`config.mk`:
```
export PLATFORM = sky130hd
export DESIGN_NAME = mcfp_quant_lane
export DESIGN_NICKNAME = d
export VERILOG_FILES = /design/src/rtl/mcfp_pkg.sv /design/src/rtl/mcfp_quant_lane.sv
export SDC_FILE = /design/constraint.sdc
export NUM_CORES = 2
export LEC_CHECK = 0
export BUFFER_PORTS_ARGS = -buffer_cell sky130_fd_sc_hd__buf_4
export CORE_MARGIN = 8
export CORE_UTILIZATION = 25
export CTS_BUF_LIST = sky130_fd_sc_hd__clkbuf_8
export DETAILED_ROUTE_END_ITERATION = 10
export SLEW_MARGIN = 20
export SYNTH_ARGS = -nofsm -noshare
export SYNTH_HDL_FRONTEND = slang
export SYNTH_SLANG_ARGS = --single-unit
```
`constraint.sdc`:
```
create_clock -name clk -period 5.5 [get_ports clk]
set_input_delay 1.1 -clock clk [delete_from_list [all_inputs] [get_ports clk]]
set_output_delay 1.1 -clock clk [all_outputs]
set_load 0.01 [all_outputs]
```
`src/rtl/mcfp_pkg.sv`:
```
// shared types and constants of the motor command frame packer
// no dependencies
`timescale 1ns / 1ps

package mcfp_pkg;

	localparam int ID_W     = 11;
	localparam int VAL_W    = 32;
	localparam int LIM_W    = 31;
	localparam int CODE_W   = 16;
	localparam int CFG_IDX_W = 3;
	localparam int DIV_STAGES = 16;
	localparam int PIPE_DEPTH = DIV_STAGES + 2;

	localparam logic [CFG_IDX_W-1:0] REG_POSITION  = 3'd0;
	localparam logic [CFG_IDX_W-1:0] REG_VELOCITY  = 3'd1;
	localparam logic [CFG_IDX_W-1:0] REG_TORQUE    = 3'd2;
	localparam logic [CFG_IDX_W-1:0] REG_STIFFNESS = 3'd3;
	localparam logic [CFG_IDX_W-1:0] REG_DAMPING   = 3'd4;

	localparam logic [LIM_W-1:0] POSITION_RESET  = 31'd819200;
	localparam logic [LIM_W-1:0] VELOCITY_RESET  = 31'd2949120;
	localparam logic [LIM_W-1:0] TORQUE_RESET    = 31'd1572864;
	localparam logic [LIM_W-1:0] STIFFNESS_RESET = 31'd32768000;
	localparam logic [LIM_W-1:0] DAMPING_RESET   = 31'd327680;

	typedef struct packed {
		logic [LIM_W-1:0] position;
		logic [LIM_W-1:0] velocity;
		logic [LIM_W-1:0] torque;
		logic [LIM_W-1:0] stiffness;
		logic [LIM_W-1:0] damping;
	} limits_t;

	typedef struct packed {
		logic              hi;
		logic              lo;
		logic              wide;
		logic [VAL_W-1:0]  den;
		logic [VAL_W-1:0]  r;
		logic [CODE_W-1:0] low;
		logic [CODE_W-1:0] q;
	} div_stage_t;

endpackage

```
`src/rtl/mcfp_quant_lane.sv`:
```
// one quantizer lane: range check, scaling, then a 16-stage restoring divider
// depends on mcfp_pkg
`timescale 1ns / 1ps

module mcfp_quant_lane (
	input  logic                              clk,
	input  logic                              en,
	input  logic signed [mcfp_pkg::VAL_W-1:0] x,
	input  logic [mcfp_pkg::LIM_W-1:0]        limit,
	input  logic                              sym,
	input  logic                              wide,
	output logic [mcfp_pkg::CODE_W-1:0]       code
);
	import mcfp_pkg::*;

	logic signed [VAL_W:0] x_e, hi_e, lo_e, num_e;
	logic [VAL_W-1:0]      den_c;

	logic              hi_s1, lo_s1, wide_s1;
	logic [VAL_W-1:0]  num_s1, den_s1;

	logic [VAL_W+CODE_W-1:0] sub_c, nprime_c;
	div_stage_t              first_c;
	div_stage_t              div_s [0:DIV_STAGES];

	always_comb begin
		x_e   = {x[VAL_W-1], x};
		hi_e  = {2'b00, limit};
		lo_e  = sym ? -hi_e : '0;
		num_e = x_e - lo_e;
		den_c = sym ? {limit, 1'b0} : {1'b0, limit};
	end

	always_ff @(posedge clk) begin
		if (en) begin
			hi_s1   <= x_e >= hi_e;
			lo_s1   <= x_e <= lo_e;
			wide_s1 <= wide;
			num_s1  <= num_e[VAL_W-1:0];
			den_s1  <= den_c;
		end
	end

	// numerator times (2^bits - 1), scaled to 16 quotient bits
	always_comb begin
		sub_c = wide_s1 ? {16'b0, num_s1} : {12'b0, num_s1, 4'b0};
		nprime_c = {num_s1, 16'b0} - sub_c;
		first_c.hi   = hi_s1;
		first_c.lo   = lo_s1;
		first_c.wide = wide_s1;
		first_c.den  = den_s1;
		first_c.r    = nprime_c[VAL_W+CODE_W-1:CODE_W];
		first_c.low  = nprime_c[CODE_W-1:0];
		first_c.q    = '0;
	end

	always_ff @(posedge clk) begin
		if (en) begin
			div_s[0] <= first_c;
		end
	end

	for (genvar k = 0; k < DIV_STAGES; k++) begin : g_div
		logic [VAL_W:0] t_c, diff_c;
		logic           take_c;
		div_stage_t     nxt_c;

		always_comb begin
			t_c    = {div_s[k].r, div_s[k].low[CODE_W-1]};
			diff_c = t_c - {1'b0, div_s[k].den};
			take_c = t_c >= {1'b0, div_s[k].den};
			nxt_c     = div_s[k];
			nxt_c.r   = take_c ? diff_c[VAL_W-1:0] : t_c[VAL_W-1:0];
			nxt_c.low = {div_s[k].low[CODE_W-2:0], 1'b0};
			nxt_c.q   = {div_s[k].q[CODE_W-2:0], take_c};
		end

		always_ff @(posedge clk) begin
			if (en) begin
				div_s[k+1] <= nxt_c;
			end
		end
	end

	always_comb begin
		if (div_s[DIV_STAGES].hi) begin
			code = div_s[DIV_STAGES].wide ? 16'hFFFF : 16'h0FFF;
		end else if (div_s[DIV_STAGES].lo) begin
			code = '0;
		end else if (div_s[DIV_STAGES].wide) begin
			code = div_s[DIV_STAGES].q;
		end else begin
			code = {4'b0, div_s[DIV_STAGES].q[CODE_W-1:4]};
		end
	end

endmodule

```
* Word-level counts from Yosys, hierarchy flattened *
Memories as Yosys holds them, arrays and structs flattened.
Cells that the tools add are included.

word-level totals
  memories kept = 1
  bits in latches = 0
  memory bits (writable) = 1683
  bits of input ports = 67
  bits in read-only memories = 0
  logic and storage cells = 70
  register bits = 67

memory list
  name   words  bits a word  read ports  clocked after Yosys merged registers in  wr ports  RTL line               source
  div_s  17     99           17          0                                        17        mcfp_quant_lane.sv:24  div_stage_t div_s [0:DIV_STAGES];

cells by class
  multipliers = 0
  shift-type cells = 0
  order comparisons = 18
  divide/modulo/power cells = 0
  $add $sub $neg = 19
  bitwise gates (word level) = 0
  eq/ne operators = 0
  mux-type cells = 25
  reductions and logical operators = 0

operator list
  operator                                      count
  subtractor 32 bit                             17
  greater-or-equal comparator 33 x 32 -> 1 bit  16
  2-to-1 mux 32 bit                             16
  2-to-1 mux 16 bit                             4
  subtractor 48 x 36 -> 48 bit                  1
  2-to-1 mux 36 bit                             1
  less-or-equal comparator 32 x 33 -> 1 bit     1
  2-to-1 mux 33 bit                             1
  negation 31 -> 33 bit                         1
  greater-or-equal comparator 32 bit            1
  2-to-1 mux 31 bit                             1
  2-to-1 mux 1 bit                              2

* Depth between registers and ports, before layout *
An unclocked memory read counts as a cell.

  depth in word-level cells = 4
  mapped depth = 19
  gate-level depth less buffers = 19

* Worst setup path before layout *
Ideal clock, no wire load.

  kind = in2reg
  start point = input limit[0] (netlist name)
  end point = register lo_s1, data pin
  buffers on the path = 0
  cell stages on the path = 17
  required time = 5.354 ns
  arrival = 4.436 ns
  slack = 0.918 ns
  cells stage by stage = nor4_1 -> nand3_1 -> nand2b_1 -> nand2b_1 -> nand2b_1 -> or3_1 -> nand2b_1 -> o21ai_0 -> nand3_1 -> ha_1 -> inv_1 -> or3_1 -> nor3_1 -> nand3_1 -> o21ai_0 -> nor3_1 -> a21oi_1

on the way
  longest elaborated chain between the ends = 3

ends and longest elaborated chain
  element                                    RTL line               source
  from (decl)                                mcfp_quant_lane.sv:9   input logic [mcfp_pkg::LIM_W-1:0] limit,
  negation 31 -> 33 bit                      mcfp_quant_lane.sv:29  lo_e = sym ? -hi_e : '0;
  2-to-1 mux 33 bit                          mcfp_quant_lane.sv:29
  less-or-equal comparator 32 x 33 -> 1 bit  mcfp_quant_lane.sv:37  lo_s1 <= x_e <= lo_e;
  to (signal assigned)                       mcfp_quant_lane.sv:37
  to (decl)                                  mcfp_quant_lane.sv:19  logic hi_s1, lo_s1, wide_s1;

Every way passes these cells.
A chain may end at the register's enable or synchronous reset.

==> results.md <==
* Post-synth top cells: edfxtp_1, inv_1, ha_1, a21oi_1, nand2_1
* Yosys top cell area share at 52.8%
* Initial antenna violation count at 2
* WL met2 at 96.8 mm
* Power per cell area at 536 nW/um^2
* Max Used Layer: met4
* Total Nets Final at 8,046
* CTS Buf Count at 229
* Vias at 53,700
* Ports at 83
* Slew @ Worst Pin at 1.05 ns
* Die area at 340,000 sq um
* Post-synth ARST share at 0%
* Largest net degree at the start of global routing at 139
* Highest Clock Rate at 0.208 GHz
* GRT overflow at 0
* CTS Hold Bufs at 0
* Worst r2r path cells at 14
* Worst r2r dst: div_s[6][37]
* Post-route minimum period at 4.81 ns
* Drt pass-1 iters at 6
* Maxcap violations at 0
* Pleak at 0.0362 uW
* Clock Path Buffers at 4
* Share of layout cells above drive strength 1 at 9.55%
* Synth Warn # at 0
* Met3 routed WL at 6.76 mm
* CTS tree: built
* Port Buffer Count at 82
* Post-synthesis cell area at 80,400 sq um
* Layout fillers at 32,800
* Syn nets at 7,825
* Critical path type: register to register
* Yosys reg bits at 1,414
* Final max-slew violation count at 0
* Sequential-to-total area share from yosys stat at 52.8%
* Min-delay src: div_s[3][22]
* CTS root buf: clkbuf_8
* Final ANT Viol Nets at 0
* Postcts setup bufs at 0
* Rel. slew slack at 29.8%
* Synth-to-Final Area Change at 12.7%
* Critical Path Fanout Max at 33
* Gr usage total at 10.8%
* Post-synth EDFFs at 1,414
* Simple-Gate Fraction of Synth Area at 9.62%
* Total Wirelength at 192 mm
* Cell Area, Placed at 86,500 sq um
* Adder-Cell Fraction of Synth Area at 9.71%
* Crit start category: register
* Top post-synthesis cells by area: edfxtp_1, ha_1, a21oi_1
* Min-Delay Endpoint: div_s[4][23]
* Hold WS at 0.369 ns
* Netlist cell types at 86
* Worst-skew pair later-pin latency at 0.93 ns
* Largest family of logic cells by synthesized area: compound AO/OA/AOI/OAI gates
* Clock skew at 0.0673 ns
* Setup TNS at 0 ns
* Post-synth top flop: edfxtp_1
* Synth Area in Compound Gates at 14.8%
* XOR/XNOR Fraction of Synth Area at 5.20%
* Mux cell area share after synthesis at 3.68%
* Post-DP HPWL at 147 mm
* Worst Path Arrival at 5.44 ns
* Post-CTS sizing at 0
* H-tree Lvls at 4
* Die Wd at 583 um
* Hold crit path type: register to register
* FF-to-FF Start: div_s[5][65]
* WL/cell at 16.2 um
* # clock sinks at 1,414
* Synthesized area per cell at 11.3 sq um
* Die H at 583 um
* CORE AREA at 320,000 sq um
* Min-Delay Path Depth at 0
* Finish-stage setup viols at 0
* Starting Density at 25.1%
* Routability cong. at 0.952
* Critical path required time at 6.13 ns
* DRT met1 WL at 78.1 mm
* Vias in the first global route at 55,600
* Period Utilization, post-route at 87.4%
* Critical Path End Type: register
* Clock Pin Slew Worst Setup and Hold Paths at 0.06 ns
* Peak VDD IR at 0.000243 V
* DRC at 0
* RSZ-0062 raised after global routing: no
* Reg2reg setup slack at 0.69 ns
* Cell row count at 208
* First-pass GRT wire length at 302 mm
* Syn Inst Count at 7,144
* Storage element area at 42,500 sq um
* Final non-filler cell area at 90,600 sq um
* Drt first-iter violations at 2,998
* Vias per cell at 4.53
* Tot Pwr at 48,500 uW
* Cell taking the most area after synthesis: edfxtp_1
* Count leader, synth: edfxtp_1
* Multi-input gate area at 34,700 sq um
* Status: finished clean
* Final hold violation count at 0
-- metal layers --
layer  vias to the layer above  GRT usage (%)
li1                      26800              -
met1                     25200           12.0
met2                      1219           20.2
met3                       530           1.60
met4                         0           5.45
met5                         -              0
-- final cells by class --
class	count	area share (%)
flip-flops and latches	1414	46.9
multi-input cells	4859	38.3
well taps	4305	5.95
clock buffers	231	3.51
inverters	697	2.89
repair buffers	164	1.58
clock inverters	162	0.936
diodes	3	0.00829
-- kinds of logic after synthesis --
kind of cell	Yosys count
buf+inv	871
compound gates	1888
mux	269
xor+xnor	477
fa+ha+maj	614
flops	1414
simple gates	1611
-- cells in the final DEF, fill, tap and decap left out, types with 211 or more instances in the layout --
| cell | n |
|---|---|
| a21o_1 | 314 |
| a21oi_1 | 550 |
| clkbuf_8 | 231 |
| edfxtp_1 | 1414 |
| ha_1 | 598 |
| inv_1 | 760 |
| mux2_2 | 211 |
| nand2_1 | 493 |
| nor2_1 | 389 |
| o21ai_0 | 470 |
| xnor2_1 | 298 |
-- worst max-delay path by stage --
stage / from / endpoint / slack (ns) / cells after the start
after floorplan: limit[0] / lo_s1 / 0.92 / 17
after global placement: limit[0] / lo_s1 / 0.02 / 19
after detailed placement: limit[0] / lo_s1 / 0.11 / 19
after CTS: div_s[5][65] / div_s[6][37] / 0.84 / 14
after global routing: div_s[5][65] / div_s[6][43] / 0.35 / 14
final: div_s[5][65] / div_s[6][37] / 0.69 / 14
-- stage by stage --
| step | setup WS (ns) | util, % | instances |
|---|---|---|---|
| final | 0.693 | 28.3 | 11800 |
| after global routing | 0.351 | 28.3 | 11800 |
| after CTS | 0.845 | 28.3 | 11800 |
| after detailed placement | 0.105 | 27.0 | 11400 |
| after global placement | 0.0231 | 27.0 | 11400 |
| after floorplan | 0.918 | - | 7144 |
-- sequential cells by signal (all words and copies together) (netlist names) --
register and flops:
wide_s1 1, div_s 1347, den_s1 32, lo_s1 1, num_s1 32, hi_s1 1
-- power by group --
| part | internal [uW] | switching [uW] | leakage, uW |
|---|---|---|---|
| registers | 15800 | 1540 | 0.0138 |
| logic | 10000 | 12800 | 0.0200 |
| clock network | 4160 | 4180 | 0.00231 |
| total | 30100 | 18500 | 0.0362 |
-- critical path, cell delays in order, from the launching register on --
cell and delay, ns:
edfxtp_1 0.43, inv_1 0.09, ha_1 0.24, nor2b_1 0.16
o31a_1 0.29, o311ai_0 0.63, a21oi_1 0.28, o211ai_1 0.41
a31oi_2 0.18, a31oi_1 0.48, a211o_1 0.21, buf_4 0.24
and2_1 0.16, buf_4 0.35, mux2_2 0.39
Power figures use the tool's default switching activity.
