**config.mk**
```make
export PLATFORM = sky130hd
export DESIGN_NAME = mcfp_cfg_regs_flat
export DESIGN_NICKNAME = d
export VERILOG_FILES = /design/src/rtl/mcfp_pkg.sv /design/src/rtl/mcfp_cmd_if.sv /design/src/rtl/mcfp_cfg_regs.sv /design/src/flat_wrapper.sv
export SDC_FILE = /design/constraint.sdc
export NUM_CORES = 1
export LEC_CHECK = 0
export ABC_AREA = 1
export BUFFER_PORTS_ARGS = -buffer_cell sky130_fd_sc_hd__clkbuf_2
export CORE_UTILIZATION = 50
export CTS_BUF_LIST = sky130_fd_sc_hd__clkbuf_4 sky130_fd_sc_hd__clkbuf_8
export CTS_CLUSTER_SIZE = 25
export DETAILED_ROUTE_END_ITERATION = 7
export HOLD_SLACK_MARGIN = 0.03
export PLACE_DENSITY_LB_ADDON = 0.08
export SLEW_MARGIN = 20
export SYNTH_ARGS = -nofsm -noshare
export SYNTH_HDL_FRONTEND = slang
export SYNTH_SLANG_ARGS = --single-unit
```
**constraint.sdc**
```tcl
create_clock -name clk -period 0.8 [get_ports clk]
set_input_delay 0.16 -clock clk [delete_from_list [all_inputs] [get_ports clk]]
set_output_delay 0.16 -clock clk [all_outputs]
set_load 0.02 [all_outputs]
```
**src/rtl/mcfp_pkg.sv**
```systemverilog
// shared types and constants of the motor command frame packer
// no dependencies
`timescale 1ns / 1ps

package mcfp_pkg;

	localparam int ID_W     = 11;
	localparam int VAL_W    = 32;
	localparam int LIM_W    = 31;
	localparam int CODE_W   = 16;
	localparam int CFG_IDX_W = 3;
	localparam int DIV_STAGES = 16;
	localparam int PIPE_DEPTH = DIV_STAGES + 2;

	localparam logic [CFG_IDX_W-1:0] REG_POSITION  = 3'd0;
	localparam logic [CFG_IDX_W-1:0] REG_VELOCITY  = 3'd1;
	localparam logic [CFG_IDX_W-1:0] REG_TORQUE    = 3'd2;
	localparam logic [CFG_IDX_W-1:0] REG_STIFFNESS = 3'd3;
	localparam logic [CFG_IDX_W-1:0] REG_DAMPING   = 3'd4;

	localparam logic [LIM_W-1:0] POSITION_RESET  = 31'd819200;
	localparam logic [LIM_W-1:0] VELOCITY_RESET  = 31'd2949120;
	localparam logic [LIM_W-1:0] TORQUE_RESET    = 31'd1572864;
	localparam logic [LIM_W-1:0] STIFFNESS_RESET = 31'd32768000;
	localparam logic [LIM_W-1:0] DAMPING_RESET   = 31'd327680;

	typedef struct packed {
		logic [LIM_W-1:0] position;
		logic [LIM_W-1:0] velocity;
		logic [LIM_W-1:0] torque;
		logic [LIM_W-1:0] stiffness;
		logic [LIM_W-1:0] damping;
	} limits_t;

	typedef struct packed {
		logic              hi;
		logic              lo;
		logic              wide;
		logic [VAL_W-1:0]  den;
		logic [VAL_W-1:0]  r;
		logic [CODE_W-1:0] low;
		logic [CODE_W-1:0] q;
	} div_stage_t;

endpackage

```
**src/rtl/mcfp_cmd_if.sv**
```systemverilog


interface mcfp_cfg_if;
	logic                            valid;
	logic                            ready;
	logic [mcfp_pkg::CFG_IDX_W-1:0]  index;
	logic [mcfp_pkg::LIM_W-1:0]      data;

	modport source (output valid, index, data, input ready);
	modport sink (input valid, index, data, output ready);
endinterface

```
**src/rtl/mcfp_cfg_regs.sv**
```systemverilog
// limit registers written over the configuration channel
// depends on mcfp_pkg and mcfp_cfg_if
`timescale 1ns / 1ps

module mcfp_cfg_regs (
	input  logic              clk,
	input  logic              arst_n,
	mcfp_cfg_if.sink          cfg,
	output mcfp_pkg::limits_t limits
);
	import mcfp_pkg::*;

	limits_t lim_q;

	assign cfg.ready = 1'b1;
	assign limits    = lim_q;

	always_ff @(posedge clk or negedge arst_n) begin
		if (!arst_n) begin
			lim_q.position  <= POSITION_RESET;
			lim_q.velocity  <= VELOCITY_RESET;
			lim_q.torque    <= TORQUE_RESET;
			lim_q.stiffness <= STIFFNESS_RESET;
			lim_q.damping   <= DAMPING_RESET;
		end else if (cfg.valid) begin
			case (cfg.index)
				REG_POSITION:  lim_q.position  <= cfg.data;
				REG_VELOCITY:  lim_q.velocity  <= cfg.data;
				REG_TORQUE:    lim_q.torque    <= cfg.data;
				REG_STIFFNESS: lim_q.stiffness <= cfg.data;
				REG_DAMPING:   lim_q.damping   <= cfg.data;
				default: ;
			endcase
		end
	end

endmodule

```
**src/flat_wrapper.sv**
```systemverilog
// flat-port wrapper written by rule: the top's interface ports become plain ports
module mcfp_cfg_regs_flat import mcfp_pkg::*;
  (clk, arst_n, limits, cfg_valid, cfg_index, cfg_data, cfg_ready);
  mcfp_cfg_if cfg_i ();
  input  logic clk;
  input  logic arst_n;
  output mcfp_pkg::limits_t limits;
  input wire logic [$bits(cfg_i.valid)-1:0] cfg_valid;
  input wire logic [$bits(cfg_i.index)-1:0] cfg_index;
  input wire logic [$bits(cfg_i.data)-1:0] cfg_data;
  output wire logic [$bits(cfg_i.ready)-1:0] cfg_ready;
  assign cfg_i.valid = cfg_valid;
  assign cfg_i.index = cfg_index;
  assign cfg_i.data = cfg_data;
  assign cfg_ready = cfg_i.ready;
  mcfp_cfg_regs u_core (.clk(clk), .arst_n(arst_n), .cfg(cfg_i), .limits(limits));
endmodule
```
======== After elaboration in Yosys (flattened, before gate mapping) ========
Cells that the tools add are included.
storage, ports and cells
  register bits after elaboration ......... 155
  word-level logic and storage cells ...... 15
  output and inout port bits .............. 156
  input port bits ......................... 37
cells by class
  reduce and logical (&&, ||, !) cells .... 6
  equality and inequality tests ........... 4
operators by type and width
  operator            count
  $reduce_and 2->1    5
  $eq 3x2->1 const B  2
  $eq 3x1->1 const B  1
  $eq 3x3->1 const B  1
  $logic_not 3->1     1

======== Depth between registers and ports, before layout ========
Gate-level depths: netlist of run 1.
  depth after elaboration ................. 2
  gate-level depth with buffers ........... 6
  gate-level depth less buffers ........... 5

======== Worst setup path before layout of run 1 ========
Ideal clock, no wire load.
  kind .................................... input port to flip-flop
  start ................................... input port cfg_valid
  end ..................................... register u_core.lim_q, in the netlist u_core.limits[145]
  buffers on the path ..................... 2
  data required time ...................... 0.734 ns
  stages on the path ...................... 6
  setup time .............................. 0.066 ns
  setup slack ............................. -0.111 ns
  data arrival time ....................... 0.845 ns
  cells stage by stage .................... inv_1 -> nor2_2 -> buf_2 -> buf_2 -> nand3_1 -> nand2_1
on the way
  longest elaborated chain between the ends .. 1
ends and longest elaborated chain
  what                        RTL line             text
  start: declaration          flat_wrapper.sv:8    input wire logic [$bits(cfg_i.valid)-1:0] cfg_valid;
  $reduce_and 2->1 (no line)  --
  end: declaration            mcfp_cfg_regs.sv:13  limits_t lim_q;
Every way passes these cells.
A chain may end at the register's enable or synchronous reset.

======== Final worst setup path of run 1 ========
  start ................................... register u_core.lim_q, in the netlist u_core.limits[53]
  end ..................................... output port limits[53] in the netlist's numbering
RTL lines
  what              RTL line           text
  end: declaration  flat_wrapper.sv:7  output mcfp_pkg::limits_t limits;
No word-level cell between the ends.

==> results of run 1 <==
cells in the mapped netlist:
master	n
nor2_2	2
buf_4	1
inv_2	3
nor2_4	2
buf_2	27
nand2_1	316
clkbuf_1	16
dfrtp_1	138
inv_1	1
dfstp_2	17
conb_1	1
nand3_1	155
buf_1	3
power by group through the flow:
stage	clock, mW	combinational (mW)	sequential [mW]
after global routing	5.85	9.48	10.8
after floorplan	0	1.42	12.2
after detailed placement	0	5.71	10.4
after global placement	0	5.59	10.4
after CTS	5.47	7.06	10.3
final	5.44	8.94	10.7
cell families after synthesis:
| group | Yosys count | share of synthesized area |
|---|---|---|
| simple gates | 475 | 0.326 |
| flops | 155 | 0.636 |
| buf+inv | 51 | 0.0374 |
| other cells | 1 | 0.000612 |
layout make-up:
type                       count  area [um2]  share of cell area
clock buffer                  29         343              0.0351
clock inverter                 3        15.0             0.00154
inverter                       4        15.0             0.00154
multi-input combinational    476        2020               0.207
sequential                   155        3900               0.399
tap                          147         184              0.0188
timing repair buffer         320        3290               0.337
layer usage:
| layer | track usage | share of wire | up-vias |
|---|---|---|---|
| li1 | - | - | 2761 |
| met5 | 0 | 0 | - |
| met3 | 0.0696 | 0.075 | 65 |
| met4 | 0.131 | 0.032 | 0 |
| met1 | 0.396 | 0.39 | 2935 |
| met2 | 0.476 | 0.51 | 312 |
path summary, 6_finish.rpt:
check / slack, ns / cells past startpoint / from / end
worst min register to register: 0.48 / 2 / u_core.limits[81] / u_core.limits[81]
worst max register to register: -0.08 / 4 / u_core.limits[41] / u_core.limits[41]
max in group asynchronous: 0.20 / 3 / arst_n / u_core.limits[82]
worst max-delay path: -0.49 / 1 / u_core.limits[53] / limits[53]
min in group asynchronous: 0.11 / 2 / arst_n / u_core.limits[99]
worst min-delay path: 0.07 / 4 / cfg_index[0] / u_core.limits[62]
through the flow:
stage                     setup WS, ns  hold slack (ns)   util
after floorplan                -0.0220           -0.136      -
after global placement          -0.329          0.00550  0.621
after detailed placement        -0.356          0.00552  0.621
after CTS                       -0.534           0.0348  0.737
after global routing            -0.530           0.0375  0.816
final                           -0.487           0.0654  0.816
what timing repair did:
| action | CTS | global route |
|---|---|---|
| buffers inserted | 31 | 38 |
| gates resized for setup | 109 | 322 |
| hold buffers | 30 | 0 |
| endpoints found under the setup margin | 155 | 155 |
| hold endpoints to repair | 278 | 0 |
| pin swaps | 0 | 0 |
==> key figures, run 1 <==
Detailed routing
  – DRT antenna net count: 0
  – Routed wire length: 20100 um
  – Via count: 6073
  – First-pass DRT Iterations: 7
  – Wire per inst: 17.7 um
  – Vias per inst: 5.36
  – DRC: 0
  – Iter 0 DRT Violations: 618

GRT
  – Gr usage total: 0.299
  – Grt ovf: 0
  – Largest net degree at the start of global routing: 37
  – Number of global-route vias before repair: 5601
  – Initial antenna violation count: 0
  – First-pass GRT wire length: 28900 um

Critical path
  – Crit end category: output pin
  – Crit path largest cell delay: 0.56 ns
  – CP Class: flip-flop to output pin
  – Worst Setup Start Kind: flip-flop
  – Worst path required time: 0.64 ns
  – Crit-path max FO: 2
  – Worst-path cell chain: buf_8
  – Critical Path AT: 1.13 ns
  – Crit path max-delay family: flip-flops
  – Slowest-stage cell, CP: dfstp_2
  – WP buf/inv: 1

STA
  – Final clock skew: 0 ns
  – Final setup fails: 166
  – Final setup TNS: -56.61 ns
  – Clock period minus worst slack: 1.29 ns
  – Slew Viols, Final: 0
  – Worst setup margin: -0.487 ns
  – Crit share post-route: 1.61
  – Final hold vios: 0
  – RSZ-0062 raised after global routing: true
  – Max frequency: 777 MHz

Placement
  – Dpl cells: 1003
  – Placed Area: 7430 um2
  – Gpl congestion: 0.845
  – PortBufs: 191
  – DPL Wire Length: 11900 um

Power
  – Seq pwr share: 0.426
  – Power share of the clock group: 0.217
  – LEAKAGE: 5.27 nW
  – Sw Ratio: 0.332
  – PD cells: 2570 nW/um2
  – Logic pwr share: 0.357
  – Tot Pwr: 25.1 mW
  – Psw: 8.32 mW
  – Int Pwr: 16.7 mW
  – VDD IR max: 1590 uV

Clock network
  – Htree depth: 4
  – CTS Buf Count: 17
  – Clk sinks: 155
  – Clock insertion delay at the later pin of the skew report: 0.44 ns
  – Worst-path clk slew: 0.08 ns
  – TritonCTS clock tree: yes
  – Root Driver: clkbuf_8
  – Max clock buf depth: 2

Cells and area
  – Synth-to-layout area growth: 59.3%
  – Layout Nets: 1011
  – Finished Layout Cells: 1134
  – # fillers: 705
  – Largest register FFs: 155
  – Antenna Cells: 0
  – Share of cells above drive strength 1: 0.356
  – Most frequent cells in the layout: nand2_1 (311), nand3_1 (155), dfrtp_1 (138), buf_6 (101), buf_4 (86)
  – Commonest non-fill, non-tap cell in the layout: nand2_1
  – Finished Cell Area: 9760 um2

Floorplanning
  – Top Ports: 193
  – Die extent in x: 113 um
  – Core Area: 12000 um2
  – Row Count: 40
  – DIE AREA: 12700 um2
  – Die height: 113 um
  – Initial Util: 0.512

Synth
  – Avg Cell Area, Syn: 8.99 um2
  – Sequential area share after synthesis: 0.636
  – Number of distinct library cells after synthesis: 13
  – Leading post-synthesis cells by cell area: dfrtp_1 (56%), nand2_1 (19%), nand3_1 (13%)
  – Seq cells post-synth: 155
  – Synth Net Count: 719
  – Share of the synthesized area in the top cell type: 0.563
  – Post-Syn Area: 6130 um2
  – YS warnings: 0
  – Post-Syn Instances: 682
  – Yosys top cell by area: dfrtp_1

Status
  – Status: complete, but fails checks
  – Failing checks: setup timing

Job
  – Max-Cap Viols: 0

Hold path
  – Worst hold path type: input port to flip-flop
Power figures use the tool's default switching activity.
==> inputs of run 2 (changes only) <==
--- a/config.mk
+++ b/config.mk
@@ -7,7 +7,7 @@
 export LEC_CHECK = 0
 export ABC_AREA = 1
 export BUFFER_PORTS_ARGS = -buffer_cell sky130_fd_sc_hd__clkbuf_2
-export CORE_UTILIZATION = 50
+export CORE_UTILIZATION = 48
 export CTS_BUF_LIST = sky130_fd_sc_hd__clkbuf_4 sky130_fd_sc_hd__clkbuf_8
 export CTS_CLUSTER_SIZE = 25
 export DETAILED_ROUTE_END_ITERATION = 7
==> constraint.sdc (replaced) <==
create_clock -name clk -period 1.1 [get_ports clk]
set_input_delay 0.22 -clock clk [delete_from_list [all_inputs] [get_ports clk]]
set_output_delay 0.22 -clock clk [all_outputs]
set_load 0.02 [all_outputs]
==> key figures, run 2 (synthesis results as in run 1) <==
STA
  – Slew Viols, Final: 0 (unchanged)
  – Final hold vios: 0 (unchanged)
  – Final setup fails: 155 (was 166)
  – Max frequency: 738 MHz
  – Clock period minus worst slack: 1.36 ns
  – Crit share post-route: 1.23
  – Final clock skew: 0 ns (unchanged)
  – Fin Hold WS: 0.0658 ns (was 0.0654 ns)
  – RSZ-0062 raised after global routing: true (unchanged)
  – Worst setup margin: -0.255 ns (was -0.487 ns)

Critical path
  – Crit end category: output pin (unchanged)
  – Worst r2r path cells: 4 (unchanged)
  – CP Class: flip-flop to output pin (unchanged)
  – WP buf/inv: 1 (unchanged)
  – R2r endpoint: u_core.limits[69] (was u_core.limits[41])
  – Crit path max-delay family: flip-flops (unchanged)
  – Critical Path AT: 1.14 ns (was 1.13 ns)
  – R2r startpoint: u_core.limits[69] (was u_core.limits[41])
  – Crit path largest cell delay: 0.57 ns (was 0.56 ns)
  – Crit-path max FO: 2 (unchanged)
  – Worst path required time: 0.88 ns (was 0.64 ns)
  – Worst-path cell chain: buf_8 (unchanged)
  – Worst Setup Start Kind: flip-flop (unchanged)
  – Reg2Reg Setup Slack: 0.23 ns (was -0.08 ns)
  – Slowest-stage cell, CP: dfstp_2 (unchanged)

Cells and area
  – Core Util, Final: 0.781 (was 0.816)
  – Layout Nets: 988 (was 1011)
  – Synth-to-layout area growth: 55.5% (was 59.3%)
  – Largest register FFs: 155 (unchanged)
  – Commonest non-fill, non-tap cell in the layout: nand2_1 (unchanged)
  – Antenna Cells: 0 (unchanged)
  – Finished Cell Area: 9530 um2 (was 9760 um2)
  – # fillers: 810 (was 705)
  – Most frequent cells in the layout: nand2_1 (316), nand3_1 (155), dfrtp_1 (138), buf_6 (103), buf_4 (94) (was nand2_1 (311), nand3_1 (155), dfrtp_1 (138), buf_6 (101), buf_4 (86))
  – Share of cells above drive strength 1: 0.364 (was 0.356)

GRT
  – Number of global-route vias before repair: 5539 (was 5601)
  – Initial antenna violation count: 0 (unchanged)
  – First-pass GRT wire length: 28400 um (was 28900 um)
  – Grt ovf: 0 (unchanged)
  – Gr usage total: 0.284 (was 0.299)
  – Largest net degree at the start of global routing: 41 (was 37)

Hold path
  – Hold Path Depth: 3 (was 4)
  – Worst hold path type: input port to flip-flop (unchanged)
  – Worst Hold End: u_core.limits[114] (was u_core.limits[62])
  – Worst Hold Launch: cfg_data[21] (was cfg_index[0])

Clock network
  – Max clock buf depth: 2 (unchanged)
  – Clk sinks: 155 (unchanged)
  – Clock insertion delay at the later pin of the skew report: 0.45 ns (was 0.44 ns)
  – Worst-path clk slew: 0.08 ns (about the same)
  – TritonCTS clock tree: yes (unchanged)
  – CTS Buf Count: 17 (unchanged)
  – Root Driver: clkbuf_8 (unchanged)
  – Htree depth: 4 (unchanged)

Detailed routing
  – Via count: 5917 (was 6073)
  – Iter 0 DRT Violations: 539 (was 618)
  – Wire per inst: 17.4 um (was 17.7 um)
  – DRT antenna net count: 0 (unchanged)
  – Routed wire length: 19700 um (was 20100 um)
  – Vias per inst: 5.23 (was 5.36)
  – First-pass DRT Iterations: 5 (was 7)
  – DRC: 0 (unchanged)

Floorplanning
  – DIE AREA: 13200 um2 (was 12700 um2)
  – Initial Util: 0.502 (was 0.512)
  – Core Area: 12200 um2 (was 12000 um2)
  – Row Count: 40 (unchanged)
  – Die height: 115 um (was 113 um)
  – Top Ports: 193 (unchanged)
  – Die extent in x: 115 um (was 113 um)

Placement
  – Placed Area: 7460 um2 (was 7430 um2)
  – PortBufs: 191 (unchanged)
  – DPL Wire Length: 12000 um (was 11900 um)
  – Gpl congestion: 0.840 (was 0.845)

Job
  – Max-Cap Viols: 0 (unchanged)

Power
  – PD cells: 1930 nW/um2 (was 2570 nW/um2)
  – LEAKAGE: 5.18 nW (was 5.27 nW)
  – VDD IR max: 1050 uV (was 1590 uV)
  – Tot Pwr: 18.4 mW (was 25.1 mW)

Status
  – Failing checks: setup timing (unchanged)
  – Status: complete, but fails checks (unchanged)
-- run 2: cell types whose count changed in the layout (fill, tap and decap cells not counted) --
cell and delta:
buf_4 +8, clkbuf_8 -5, buf_6 +2, clkinv_2 +4
nand2_2 -5, dlygate4sd3_1 -28, nand2_1 +5, bufinv_16 +2
clkbuf_4 -5, buf_12 -1
-- run 2: metal layers --
metal,track usage,up-vias,wire (um)
met5,0,-,0
met4,0.122,0,591
met3,0.0701,47,1570
met2,0.459,273,9760
met1,0.367,2887,7790
li1,-,2710,-
-- run 2: metrics by stage --
step                      worst slack (ns)  TNS (ns)  std cells
after detailed placement           -0.0881     -6.38       1026
final                               -0.255    -20.02       1132
after floorplan                      0.129         0        682
after CTS                           -0.283    -23.22       1087
after global placement             -0.0630     -4.05       1026
after global routing                -0.288    -24.86       1132
-- run 2: power breakdown --
group | internal [mW] | switching [mW] | total, mW
sequential | 6.86 | 0.890 | 7.75
clock | 2.21 | 2.04 | 4.25
combinational | 3.29 | 3.12 | 6.42
total | 12.4 | 6.05 | 18.4
-- run 2: area by class of cell --
type,count,area (um2),share of cell area
tap,168,210,0.0220
clock buffer,23,292,0.0306
sequential,155,3900,0.409
multi-input combinational,476,2010,0.210
timing repair buffer,297,3020,0.316
inverter,4,15.0,0.00157
clock inverter,9,95.1,0.00997
-- run 2: what timing repair did --
action	CTS	global route
pin swaps	0	0
hold buffers	2	0
endpoints found under the setup margin	155	155
hold endpoints to repair	140	0
buffers inserted	27	45
resized for setup	104	329
-- run 2: worst max path at each step --
stage / from / endpoint / slack (ns) / cells after the start
floorplan: cfg_valid / u_core.limits[145] / 0.13 / 6
global placement: cfg_valid / u_core.limits[128] / -0.06 / 6
detailed placement: cfg_valid / u_core.limits[13] / -0.09 / 7
CTS: u_core.limits[81] / limits[81] / -0.28 / 1
global route: u_core.limits[142] / limits[142] / -0.29 / 1
finish: u_core.limits[142] / limits[142] / -0.26 / 1
-- run 2: worst register-to-register path, delay by kind of cell (launching register included) --
family | cells | cell delay (ns)
buffers and inverters | 2 | 0.26
DFF | 1 | 0.41
and+or+nand+nor | 2 | 0.10
==> inputs of run 3 (changes only) <==
--- a/config.mk
+++ b/config.mk
@@ -7,7 +7,7 @@
 export LEC_CHECK = 0
 export ABC_AREA = 1
 export BUFFER_PORTS_ARGS = -buffer_cell sky130_fd_sc_hd__clkbuf_2
-export CORE_UTILIZATION = 48
+export CORE_UTILIZATION = 50
 export CTS_BUF_LIST = sky130_fd_sc_hd__clkbuf_4 sky130_fd_sc_hd__clkbuf_8
 export CTS_CLUSTER_SIZE = 25
 export DETAILED_ROUTE_END_ITERATION = 7
==> constraint.sdc (replaced) <==
create_clock -name clk -period 1.4 [get_ports clk]
set_input_delay 0.28 -clock clk [delete_from_list [all_inputs] [get_ports clk]]
set_output_delay 0.28 -clock clk [all_outputs]
set_load 0.02 [all_outputs]
==> key figures, run 3 (synthesis results as in run 1) <==
Power
  – PD cells: 1640 nW/um2 (was 1930 nW/um2)
  – Sw Ratio: 0.332 (was 0.329)
  – LEAKAGE: 4.54 nW (was 5.18 nW)
  – Int Pwr: 8.81 mW (was 12.4 mW)
  – Psw: 4.38 mW (was 6.05 mW)
  – Seq pwr share: 0.450 (was 0.421)
  – Power share of the clock group: 0.289 (was 0.231)
  – VDD IR max: 983 uV (was 1050 uV)
  – Logic pwr share: 0.261 (was 0.348)

Floorplanning
  – Die extent in x: 113 um (was 115 um)
  – Top Ports: 193 (unchanged)
  – Die height: 113 um (was 115 um)
  – Row Count: 40 (unchanged)
  – Initial Util: 0.512 (was 0.502)
  – Core Area: 12000 um2 (was 12200 um2)
  – DIE AREA: 12700 um2 (was 13200 um2)

Critical path
  – WP buf/inv: 1 (unchanged)
  – Crit path largest cell delay: 0.56 ns (was 0.57 ns)
  – Worst-path cell chain: buf_8 (unchanged)
  – Crit-path max FO: 2 (unchanged)
  – Worst Setup Start Kind: flip-flop (unchanged)
  – Slowest-stage cell, CP: dfstp_2 (unchanged)
  – Critical Path AT: 1.12 ns (was 1.14 ns)
  – Worst path required time: 1.12 ns (was 0.88 ns)
  – Crit end category: output pin (unchanged)
  – Crit path max-delay family: flip-flops (unchanged)
  – CP Class: flip-flop to output pin (unchanged)

Cells and area
  – Antenna Cells: 0 (unchanged)
  – Layout Nets: 914 (was 988)
  – # fillers: 1028 (was 810)
  – Seq. cell area: 3900 um2 (unchanged)
  – Largest register FFs: 155 (unchanged)
  – Multi-input logic area: 2010 um2 (unchanged)
  – Share of cells above drive strength 1: 0.312 (was 0.364)
  – Most frequent cells in the layout: nand2_1 (316), clkbuf_2 (173), nand3_1 (155), dfrtp_1 (138), buf_4 (24) (was nand2_1 (316), nand3_1 (155), dfrtp_1 (138), buf_6 (103), buf_4 (94))
  – Commonest non-fill, non-tap cell in the layout: nand2_1 (unchanged)
  – Synth-to-layout area growth: 31.0% (was 55.5%)

Placement
  – DPL Wire Length: 12000 um (about the same)
  – Pre-CTS setup slack: 0.0671 ns (was -0.0881 ns)
  – PortBufs: 191 (unchanged)
  – Gpl congestion: 0.853 (was 0.840)

Hold path
  – Worst hold path type: input port to flip-flop (unchanged)

STA
  – Slew Viols, Final: 0 (unchanged)
  – Clock period minus worst slack: 1.40 ns
  – Crit share post-route: 1.00
  – Max frequency: 712 MHz
  – Final setup TNS: -0.0131 ns (was -20.02 ns)
  – Worst setup margin: -0.00480 ns (was -0.255 ns)
  – RSZ-0062 raised after global routing: true (unchanged)
  – Final setup fails: 5 (was 155)
  – Final clock skew: 0 ns (unchanged)
  – Final hold vios: 0 (unchanged)

Clock network
  – Clk sinks: 155 (unchanged)
  – Worst-path clk slew: 0.08 ns (about the same)
  – CTS Buf Count: 17 (unchanged)
  – Root Driver: clkbuf_8 (unchanged)
  – Clock insertion delay at the later pin of the skew report: 0.44 ns (was 0.45 ns)
  – Htree depth: 4 (unchanged)
  – TritonCTS clock tree: yes (unchanged)
  – Max clock buf depth: 2 (unchanged)

Detailed routing
  – Via count: 5497 (was 5917)
  – First-pass DRT Iterations: 5 (unchanged)
  – Wire per inst: 17.0 um (was 17.4 um)
  – DRC: 0 (unchanged)
  – DRT antenna net count: 0 (unchanged)
  – Iter 0 DRT Violations: 442 (was 539)
  – Routed wire length: 17700 um (was 19700 um)
  – Vias per inst: 5.30 (was 5.23)

GRT
  – Gr usage total: 0.290 (was 0.284)
  – First-pass GRT wire length: 27900 um (was 28400 um)
  – Grt ovf: 0 (unchanged)
  – Number of global-route vias before repair: 5120 (was 5539)
  – Initial antenna violation count: 0 (unchanged)
  – Largest net degree at the start of global routing: 41 (unchanged)

Job
  – Max-Cap Viols: 0 (unchanged)

Status
  – Failing checks: setup timing (unchanged)
  – Status: complete, but fails checks (unchanged)
## run 3: layout make-up
cell class                      instances  share of cell area
Clock buffer                           25              0.0405
Clock inverter                          7              0.0168
Inverter                                4             0.00187
Multi-Input combinational cell        476               0.250
Sequential cell                       155               0.486
Tap cell                              147              0.0229
Timing Repair Buffer                  223               0.182
## run 3: path summary, 6_finish.rpt
kind                               startpoint            endpoint  slack [ns]  cells after the start
max in group asynchronous              arst_n  u_core.limits[114]        0.52                      3
min reg2reg                 u_core.limits[43]   u_core.limits[43]        0.47                      2
max reg2reg                u_core.limits[112]  u_core.limits[112]        0.55                      3
min in group asynchronous              arst_n  u_core.limits[101]        0.28                      2
max                         u_core.limits[16]          limits[16]      -0.005                      1
min                              cfg_data[19]   u_core.limits[81]        0.13                      3
## run 3: metrics by stage
| stage | hold WS (ns) | instances | total power, mW | area [um2] | utilization |
|---|---|---|---|---|---|
| finish | 0.131 | 1037 | 13.2 | 8030 | 0.671 |
| global route | 0.114 | 1037 | 13.8 | 8030 | 0.671 |
| floorplan | -0.0156 | 682 | 7.75 | 6130 | - |
| CTS | 0.0951 | 1035 | 13.2 | 7990 | 0.668 |
| global placement | 0.179 | 1000 | 9.12 | 7360 | 0.615 |
| detailed placement | 0.187 | 1000 | 9.21 | 7360 | 0.615 |
## run 3: what timing repair did
item                       CTS  global route
setup endpoints to repair   17            17
buffers inserted             2             2
pin swaps                    0             0
hold buffers                 1             0
hold endpoints to repair    34             0
gates resized for setup     32            17
## run 3: per-layer routing
| metal | routed length, um | GRT usage |
|---|---|---|
| met5 | 0 | 0 |
| met1 | 7330 | 0.392 |
| met4 | 375 | 0.116 |
| met3 | 1390 | 0.0750 |
| met2 | 8580 | 0.452 |
## run 3: power by group through the flow
stage          clock [mW]  sequential [mW]  combinational (mW)
4_1_cts              3.85             5.90                3.41
2_1_floorplan           0             6.95               0.794
5_1_grt              4.04             6.02                3.72
3_5_place_dp            0             5.96                3.25
6_report             3.81             5.94                3.45
3_3_place_gp            0             5.93                3.19
